### config.mk
export PLATFORM = sky130hd
export DESIGN_NAME = systematic_block_code_codec_top_flat
export DESIGN_NICKNAME = d
export VERILOG_FILES = /design/src/rtl/sbc_pkg.sv /design/src/rtl/sbc_req_if.sv /design/src/rtl/sbc_rsp_if.sv /design/src/rtl/sbc_core.sv /design/src/rtl/systematic_block_code_codec_top.sv /design/src/flat_wrapper.sv
export SDC_FILE = /design/constraint.sdc
export NUM_CORES = 1
export LEC_CHECK = 0
export BUFFER_PORTS_ARGS = -buffer_cell sky130_fd_sc_hd__buf_2
export CORE_MARGIN = 2
export CORE_UTILIZATION = 45
export CTS_BUF_LIST = sky130_fd_sc_hd__clkbuf_4 sky130_fd_sc_hd__clkbuf_8
export DETAILED_ROUTE_END_ITERATION = 12
export PLACE_DENSITY = 0.78
export SYNTH_ARGS = -nofsm -noshare
export SYNTH_HDL_FRONTEND = slang
export SYNTH_SLANG_ARGS = --single-unit
export TNS_END_PERCENT = 20
### constraint.sdc
create_clock -name clock -period 3.8 [get_ports clock]
set_input_delay 0.76 -clock clock [delete_from_list [all_inputs] [get_ports clock]]
set_output_delay 0.76 -clock clock [all_outputs]
set_load 0.02 [all_outputs]
### src/rtl/sbc_pkg.sv
// shared types and field widths for the systematic block code codec
package sbc_pkg;

   localparam int WORD_W   = 15;
   localparam int SYN_W    = 4;
   localparam int POS_W    = 4;
   localparam int MATRIX_W = 44;

   typedef enum logic {
      KIND_ENCODE = 1'b0,
      KIND_DECODE = 1'b1
   } kind_type;

   typedef logic [WORD_W-1:0]   word_type;
   typedef logic [SYN_W-1:0]    syn_type;
   typedef logic [POS_W-1:0]    pos_type;
   typedef logic [MATRIX_W-1:0] matrix_type;

   typedef struct packed {
      word_type result_word;
      syn_type  syndrome;
      logic     error_found;
      pos_type  error_position;
      logic     uncorrectable;
   } rsp_type;

endpackage

### src/rtl/sbc_req_if.sv
// request channel: operation kind and word
interface sbc_req_if;
   import sbc_pkg::*;

   logic     valid;
   logic     ready;
   kind_type kind;
   word_type word;

   modport source (output valid, output kind, output word, input ready);
   modport sink   (input valid, input kind, input word, output ready);
endinterface

### src/rtl/sbc_rsp_if.sv
// response channel: coded or corrected word with decode status
interface sbc_rsp_if;
   import sbc_pkg::*;

   logic     valid;
   logic     ready;
   word_type result_word;
   syn_type  syndrome;
   logic     error_found;
   pos_type  error_position;
   logic     uncorrectable;

   modport source (output valid, output result_word, output syndrome, output error_found,
                   output error_position, output uncorrectable, input ready);
   modport sink   (input valid, input result_word, input syndrome, input error_found,
                   input error_position, input uncorrectable, output ready);
endinterface

### src/rtl/sbc_core.sv
// combinational encode and single-error syndrome decode for one word
module sbc_core #(
   parameter int CODE_LEN = 15,
   parameter int DATA_LEN = 11
) (
   input  sbc_pkg::matrix_type matrix,
   input  sbc_pkg::kind_type   kind,
   input  sbc_pkg::word_type   word,
   output sbc_pkg::rsp_type    rsp
);
   import sbc_pkg::*;

   localparam int PAR_LEN = CODE_LEN - DATA_LEN;
   localparam int POS_IW  = $clog2(CODE_LEN);

   logic [PAR_LEN-1:0]  ht_row [CODE_LEN];
   logic [CODE_LEN-1:0] rx_word;
   logic [CODE_LEN-1:0] cw;
   logic [PAR_LEN-1:0]  syn;
   logic [CODE_LEN-1:0] hit;
   logic [CODE_LEN-1:0] first_hit;
   logic [POS_IW-1:0]   pos;
   logic                any_hit;
   logic                syn_nz;
   logic                is_dec;
   logic [CODE_LEN-1:0] full;
   logic                seen;

   // rows of the transposed parity check matrix
   for (genvar j = 0; j < CODE_LEN; j++) begin : g_row
      if (j < DATA_LEN) begin : g_data
         for (genvar c = 0; c < PAR_LEN; c++) begin : g_bit
            if (j * PAR_LEN + c < MATRIX_W) begin : g_in
               assign ht_row[j][c] = matrix[j*PAR_LEN+c];
            end else begin : g_out
               assign ht_row[j][c] = 1'b0;
            end
         end
      end else begin : g_unit
         for (genvar c = 0; c < PAR_LEN; c++) begin : g_bit
            assign ht_row[j][c] = (c == j - DATA_LEN);
         end
      end
   end

   // input bits beyond the port width read as zero
   for (genvar i = 0; i < CODE_LEN; i++) begin : g_rx
      if (i < WORD_W) begin : g_in
         assign rx_word[i] = word[i];
      end else begin : g_out
         assign rx_word[i] = 1'b0;
      end
   end

   assign is_dec = (kind == KIND_DECODE);

   // encode keeps only the data bits, so the same xor tree yields the parity
   always_comb begin
      cw = rx_word;
      if (!is_dec) begin
         cw = rx_word & {{PAR_LEN{1'b0}}, {DATA_LEN{1'b1}}};
      end
   end

   always_comb begin
      syn = '0;
      for (int i = 0; i < CODE_LEN; i++) begin
         syn = syn ^ (ht_row[i] & {PAR_LEN{cw[i]}});
      end
   end

   assign syn_nz = (syn != '0);

   always_comb begin
      for (int i = 0; i < CODE_LEN; i++) begin
         hit[i] = (ht_row[i] == syn);
      end
   end

   // lowest matching position wins
   always_comb begin
      seen      = 1'b0;
      first_hit = '0;
      pos       = '0;
      for (int i = 0; i < CODE_LEN; i++) begin
         if (hit[i] && !seen) begin
            first_hit[i] = 1'b1;
            pos          = POS_IW'(i);
            seen         = 1'b1;
         end
      end
   end

   assign any_hit = |hit;

   always_comb begin
      if (is_dec) begin
         full = cw;
         if (syn_nz && any_hit) begin
            full = cw ^ first_hit;
         end
      end else begin
         full = {syn, cw[DATA_LEN-1:0]};
      end
   end

   for (genvar b = 0; b < WORD_W; b++) begin : g_res
      if (b < CODE_LEN) begin : g_in
         assign rsp.result_word[b] = full[b];
      end else begin : g_out
         assign rsp.result_word[b] = 1'b0;
      end
   end

   for (genvar b = 0; b < SYN_W; b++) begin : g_syn
      if (b < PAR_LEN) begin : g_in
         assign rsp.syndrome[b] = is_dec & syn[b];
      end else begin : g_out
         assign rsp.syndrome[b] = 1'b0;
      end
   end

   for (genvar b = 0; b < POS_W; b++) begin : g_pos
      if (b < POS_IW) begin : g_in
         assign rsp.error_position[b] = is_dec & syn_nz & any_hit & pos[b];
      end else begin : g_out
         assign rsp.error_position[b] = 1'b0;
      end
   end

   assign rsp.error_found   = is_dec & syn_nz & any_hit;
   assign rsp.uncorrectable = is_dec & syn_nz & ~any_hit;

endmodule

### src/rtl/systematic_block_code_codec_top.sv
// top level of the systematic block code codec
// a request beat passes the input register and then the result register before its response beat
// throughput: one beat per cycle; the encode/decode logic between the two registers
// holds no state, so back-to-back beats stream while the response side keeps up
// synchronous active-high reset clears the valid flags and the parity matrix to zero
module systematic_block_code_codec_top #(
   parameter int CODE_LEN = 15,
   parameter int DATA_LEN = 11
) (
   input  logic                clock,
   input  logic                reset,
   sbc_req_if.sink             req_if,
   sbc_rsp_if.source           rsp_if,
   input  logic                csr_valid,
   output logic                csr_ready,
   input  sbc_pkg::matrix_type csr_data
);
   import sbc_pkg::*;

   matrix_type matrix_ff;
   matrix_type matrix_in;
   logic       s1_valid_ff;
   logic       s1_valid_in;
   kind_type   s1_kind_ff;
   kind_type   s1_kind_in;
   word_type   s1_word_ff;
   word_type   s1_word_in;
   logic       rsp_valid_ff;
   logic       rsp_valid_in;
   rsp_type    rsp_data_ff;
   rsp_type    rsp_data_in;
   rsp_type    core_rsp;
   logic       advance;
   logic       req_take;

   assign csr_ready = 1'b1;

   // result register moves when empty or being drained
   assign advance      = !rsp_valid_ff || rsp_if.ready;
   assign req_if.ready = !s1_valid_ff || advance;
   assign req_take     = req_if.valid && req_if.ready;

   sbc_core #(
      .CODE_LEN (CODE_LEN),
      .DATA_LEN (DATA_LEN)
   ) u_core (
      .matrix (matrix_ff),
      .kind   (s1_kind_ff),
      .word   (s1_word_ff),
      .rsp    (core_rsp)
   );

   always_comb begin
      matrix_in    = matrix_ff;
      s1_valid_in  = s1_valid_ff;
      s1_kind_in   = s1_kind_ff;
      s1_word_in   = s1_word_ff;
      rsp_valid_in = rsp_valid_ff;
      rsp_data_in  = rsp_data_ff;
      if (csr_valid && csr_ready) begin
         matrix_in = csr_data;
      end
      if (advance) begin
         rsp_valid_in = s1_valid_ff;
         rsp_data_in  = core_rsp;
      end
      if (req_if.ready) begin
         s1_valid_in = req_if.valid;
         s1_kind_in  = req_if.kind;
         s1_word_in  = req_if.word;
      end
   end

   always_ff @(posedge clock) begin
      if (reset) begin
         matrix_ff    <= '0;
         s1_valid_ff  <= 1'b0;
         rsp_valid_ff <= 1'b0;
      end else begin
         matrix_ff    <= matrix_in;
         s1_valid_ff  <= s1_valid_in;
         rsp_valid_ff <= rsp_valid_in;
      end
      s1_kind_ff  <= s1_kind_in;
      s1_word_ff  <= s1_word_in;
      rsp_data_ff <= rsp_data_in;
   end

   assign rsp_if.valid          = rsp_valid_ff;
   assign rsp_if.result_word    = rsp_data_ff.result_word;
   assign rsp_if.syndrome       = rsp_data_ff.syndrome;
   assign rsp_if.error_found    = rsp_data_ff.error_found;
   assign rsp_if.error_position = rsp_data_ff.error_position;
   assign rsp_if.uncorrectable  = rsp_data_ff.uncorrectable;

   // a beat held in the input register reaches the result register once it advances
   a_stage_moves: assert property (@(posedge clock) disable iff (reset)
      s1_valid_ff && advance |=> rsp_valid_ff)
      else $error("input register beat lost on its way to the result register");

   // a beat accepted into an occupied input register must find it draining
   a_no_overwrite: assert property (@(posedge clock) disable iff (reset)
      req_take && s1_valid_ff |-> advance)
      else $error("input register overwritten before it moved on");

   a_flags_exclusive: assert property (@(posedge clock) disable iff (reset)
      rsp_valid_ff |-> !(rsp_data_ff.error_found && rsp_data_ff.uncorrectable))
      else $error("corrected and uncorrectable both flagged");

   a_pos_zero: assert property (@(posedge clock) disable iff (reset)
      rsp_valid_ff && !rsp_data_ff.error_found |-> rsp_data_ff.error_position == '0)
      else $error("error position set without a corrected bit");

endmodule

### src/flat_wrapper.sv
// flat-port wrapper written by rule: the top's interface ports become plain ports
module systematic_block_code_codec_top_flat import sbc_pkg::*;
#(
   parameter int CODE_LEN = 15,
   parameter int DATA_LEN = 11
)
  (clock, reset, csr_valid, csr_ready, csr_data, req_if_valid, req_if_kind, req_if_word, req_if_ready, rsp_if_valid, rsp_if_result_word, rsp_if_syndrome, rsp_if_error_found, rsp_if_error_position, rsp_if_uncorrectable, rsp_if_ready);
  sbc_req_if req_if_i ();
  sbc_rsp_if rsp_if_i ();
  input  logic clock;
  input  logic reset;
  input  logic csr_valid;
  output logic csr_ready;
  input  sbc_pkg::matrix_type csr_data;
  input wire logic [$bits(req_if_i.valid)-1:0] req_if_valid;
  input wire logic [$bits(req_if_i.kind)-1:0] req_if_kind;
  input wire logic [$bits(req_if_i.word)-1:0] req_if_word;
  output wire logic [$bits(req_if_i.ready)-1:0] req_if_ready;
  output wire logic [$bits(rsp_if_i.valid)-1:0] rsp_if_valid;
  output wire logic [$bits(rsp_if_i.result_word)-1:0] rsp_if_result_word;
  output wire logic [$bits(rsp_if_i.syndrome)-1:0] rsp_if_syndrome;
  output wire logic [$bits(rsp_if_i.error_found)-1:0] rsp_if_error_found;
  output wire logic [$bits(rsp_if_i.error_position)-1:0] rsp_if_error_position;
  output wire logic [$bits(rsp_if_i.uncorrectable)-1:0] rsp_if_uncorrectable;
  input wire logic [$bits(rsp_if_i.ready)-1:0] rsp_if_ready;
  assign req_if_i.valid = req_if_valid;
  assign req_if_i.kind = req_if_kind;
  assign req_if_i.word = req_if_word;
  assign req_if_ready = req_if_i.ready;
  assign rsp_if_valid = rsp_if_i.valid;
  assign rsp_if_result_word = rsp_if_i.result_word;
  assign rsp_if_syndrome = rsp_if_i.syndrome;
  assign rsp_if_error_found = rsp_if_i.error_found;
  assign rsp_if_error_position = rsp_if_i.error_position;
  assign rsp_if_uncorrectable = rsp_if_i.uncorrectable;
  assign rsp_if_i.ready = rsp_if_ready;
  systematic_block_code_codec_top #(.CODE_LEN(CODE_LEN), .DATA_LEN(DATA_LEN)) u_core (.clock(clock), .reset(reset), .req_if(req_if_i), .rsp_if(rsp_if_i), .csr_valid(csr_valid), .csr_ready(csr_ready), .csr_data(csr_data));
endmodule
==> impl_metrics.ini <==
[die]
die_area_um2 = 14400
fp-row-count = 42
die_w_um = 120
pin_count = 93
initial_core_util = 0.459
core_um2 = 13200
chipHeight_um = 120

[power]
intPower_mw = 2.50
power_mw = 3.91
clkPwrFrac = 0.182
power.density_nw_per_um2 = 540
total_leakage_power_nw = 3.54
comb_power_share = 0.513
seqPwrFrac = 0.305
p_switching_mw = 1.41
ir_worst_vdd_mv = 0.279
switching_share = 0.360

[placement]
dp_hpwl_mm = 11.0
dp.cells = 754
port_buffers = 91
place_area_um2 = 6800
place.gp.congestion = 0.929
place_ws_ns = 0.0115

[finish]
drive_above_1_share = 0.305
final_core_util = 0.548
antennaDiodeCount = 0
num-fill-cells = 1091
finalNetCount = 670
multiInputGateArea_um2 = 3840
area_delta_synth_final_pct = 19.4
regArea_um2 = 2150
mostFrequentLayoutCell = buf_2
instances_no_fill = 786
finalInstanceArea_um2 = 7230
layout_common_cells = buf_2 (91), nor2_1 (65), xnor3_1 (64)

[detailed_routing]
wl_per_cell_um = 18.2
drcViolationCount = 0
vias = 4155
wirelength_mm = 14.3
avgViaCountPerCell = 5.29
wl_met2_mm = 6.70
drt-met1-wl_mm = 6.25
drt_iter0_drc = 367
dr.pass1.iters = 6
top_layer_used = met4
drtAntennaViolNets = 0
dr_wl_met3_mm = 1.04

[critical_path]
rrSetupSlack_ns = 0.10
crit_path_max_fanout = 9
startpoint_type = flip-flop
worstSetupPathType = flip-flop to flip-flop
arrival_ns = 3.88
reg2regPathDepth = 11
crit_path_end_kind = flip-flop
required_ns = 3.98

[global_routing]
grt_pass1_vias = 4185
grt_use_total = 0.206
grt_max_degree = 47
grt_pass1_wl_mm = 22.4
antenna_found_initial = 0
grt-ovfl-total = 0

[synthesis]
synth_nets = 548
synth_edf_count = 41
async_flop_share = 0
ys.flop_type = dfxtp_1
ys_types = 46
netlist_instances = 483
synth_seq_area_share = 0.355
synth.ff_latch_count = 87
synthesis.area_um2 = 6060
syn_avg_cell_area_um2 = 12.5
yosys_warnings = 0

[cts]
clock-sinks = 87
cts_tree = built
ctsRootBufferMaster = clkbuf_8
clk_pin_slew_ns = 0.08
clock_path_buffers = 2
clock_latency_ns = 0.37
cts_inserted_buffers = 9
htree_num_levels = 3

[status]
outcome = completed

[hold_path]
min_path_cells = 2
hold_path.class = flip-flop to flip-flop

[timing]
finalCriticalPeriod_ns = 3.70
fin_tns_setup_ns = 0
slew_viol_final = 0
finClkSkew_ns = 0.00671
slew_headroom = 0.345
setup_viol = 0
hold_ws_ns = 0.518
fin_crit_sh = 0.974
tightest_slew_ns = 0.981
max_freq_ghz = 0.270
timing.final.ws_setup_ns = 0.100
hold_violations = 0
rsz0062_at_grt = false

[flow_run]
max_cap_viol_count = 0
==> final cells by class <==
type                            instances  share of cell area
Tap cell                              176              0.0305
Multi-Input combinational cell        373               0.531
Clock buffer                           12              0.0211
Sequential cell                        87               0.298
Clock inverter                          4             0.00952
Inverter                                5             0.00260
Timing Repair Buffer                  129               0.108
==> power groups by stage <==
stage               combinational, mW  clock [mW]  sequential, mW
finish                           2.00       0.711            1.19
global route                     2.14       0.763            1.20
global placement                 1.85           0            1.21
CTS                              1.91       0.726            1.19
floorplan                        1.37           0            1.29
detailed placement               1.90           0            1.21
==> cell families after synthesis <==
kind of cell              Yosys count  synth area share
xor gates and xnor gates          135             0.384
and+or+nand+nor                   173             0.144
other                               1          0.000619
DFF                                87             0.355
buffers and inverters              23            0.0200
AOI/OAI and AO/OA                  19            0.0219
muxes                              45            0.0744
==> what timing repair did <==
action	in CTS	in global routing
gates resized for setup	0	8
setup buffers	0	16
pin swaps	1	6
setup endpoints to repair	1	19
hold buffers	0	0
==> Yosys cell counts, types with 2 or more instances <==
master / n / area (µm²)
nor2_1: 65 / 244
xnor3_1: 64 / 1440
nand2_1: 57 / 214
dfxtp_1: 46 / 921
mux2i_1: 45 / 450
edfxtp_1: 41 / 1230
xnor2_1: 27 / 236
xor2_1: 25 / 219
clkbuf_1: 9 / 33.8
nand4_1: 9 / 56.3
xnor2_4: 8 / 220
xnor2_2: 7 / 114
a21oi_1: 6 / 30.0
and4_1: 6 / 52.6
nor4_2: 6 / 75.1
and3_1: 5 / 31.3
inv_1: 5 / 18.8
nand3_1: 5 / 25.0
o21ai_0: 4 / 20.0
xnor3_2: 4 / 95.1
a31oi_1: 3 / 18.8
buf_4: 3 / 22.5
buf_6: 3 / 33.8
nor2b_1: 3 / 18.8
and2_1: 2 / 12.5
buf_1: 2 / 7.51
nor4_1: 2 / 12.5
nor4_4: 2 / 42.5
or4_1: 2 / 15.0
==> flip-flops by register name, summed over array words and instances (netlist names), 4 cells and up <==
register and count:
u_core.s1_word_ff 15, u_core.rsp_if.error_position 4, u_core.matrix_ff 44, u_core.rsp_if.syndrome 4, u_core.rsp_if.result_word 15
==> worst max-delay path: stages (launching register included) <==
cell and delay (ns):
edfxtp_1 0.54, nand2_1 0.24, xnor2_4 0.38, xor2_1 0.36, xnor3_2 0.45, xnor2_1 0.28, nor4_2 0.06, buf_4 0.16
nor4_4 0.34, nand3_1 0.17, or2_0 0.25, a221oi_1 0.27
==> metal layers <==
layer	vias to the layer above	GRT usage
met1	1996	0.281
met5	-	0
li1	1943	-
met2	187	0.322
met4	0	0.0713
met3	29	0.0490
==> final timing paths <==
check,startpoint,to
setup / recovery,u_core.s1_word_ff[6],u_core.rsp_if.result_word[12]
hold / removal,u_core.s1_valid_ff,u_core.rsp_if.valid
setup reg to reg,u_core.s1_word_ff[6],u_core.rsp_if.result_word[12]
hold reg to reg,u_core.s1_valid_ff,u_core.rsp_if.valid
Power figures use the tool's default switching activity.
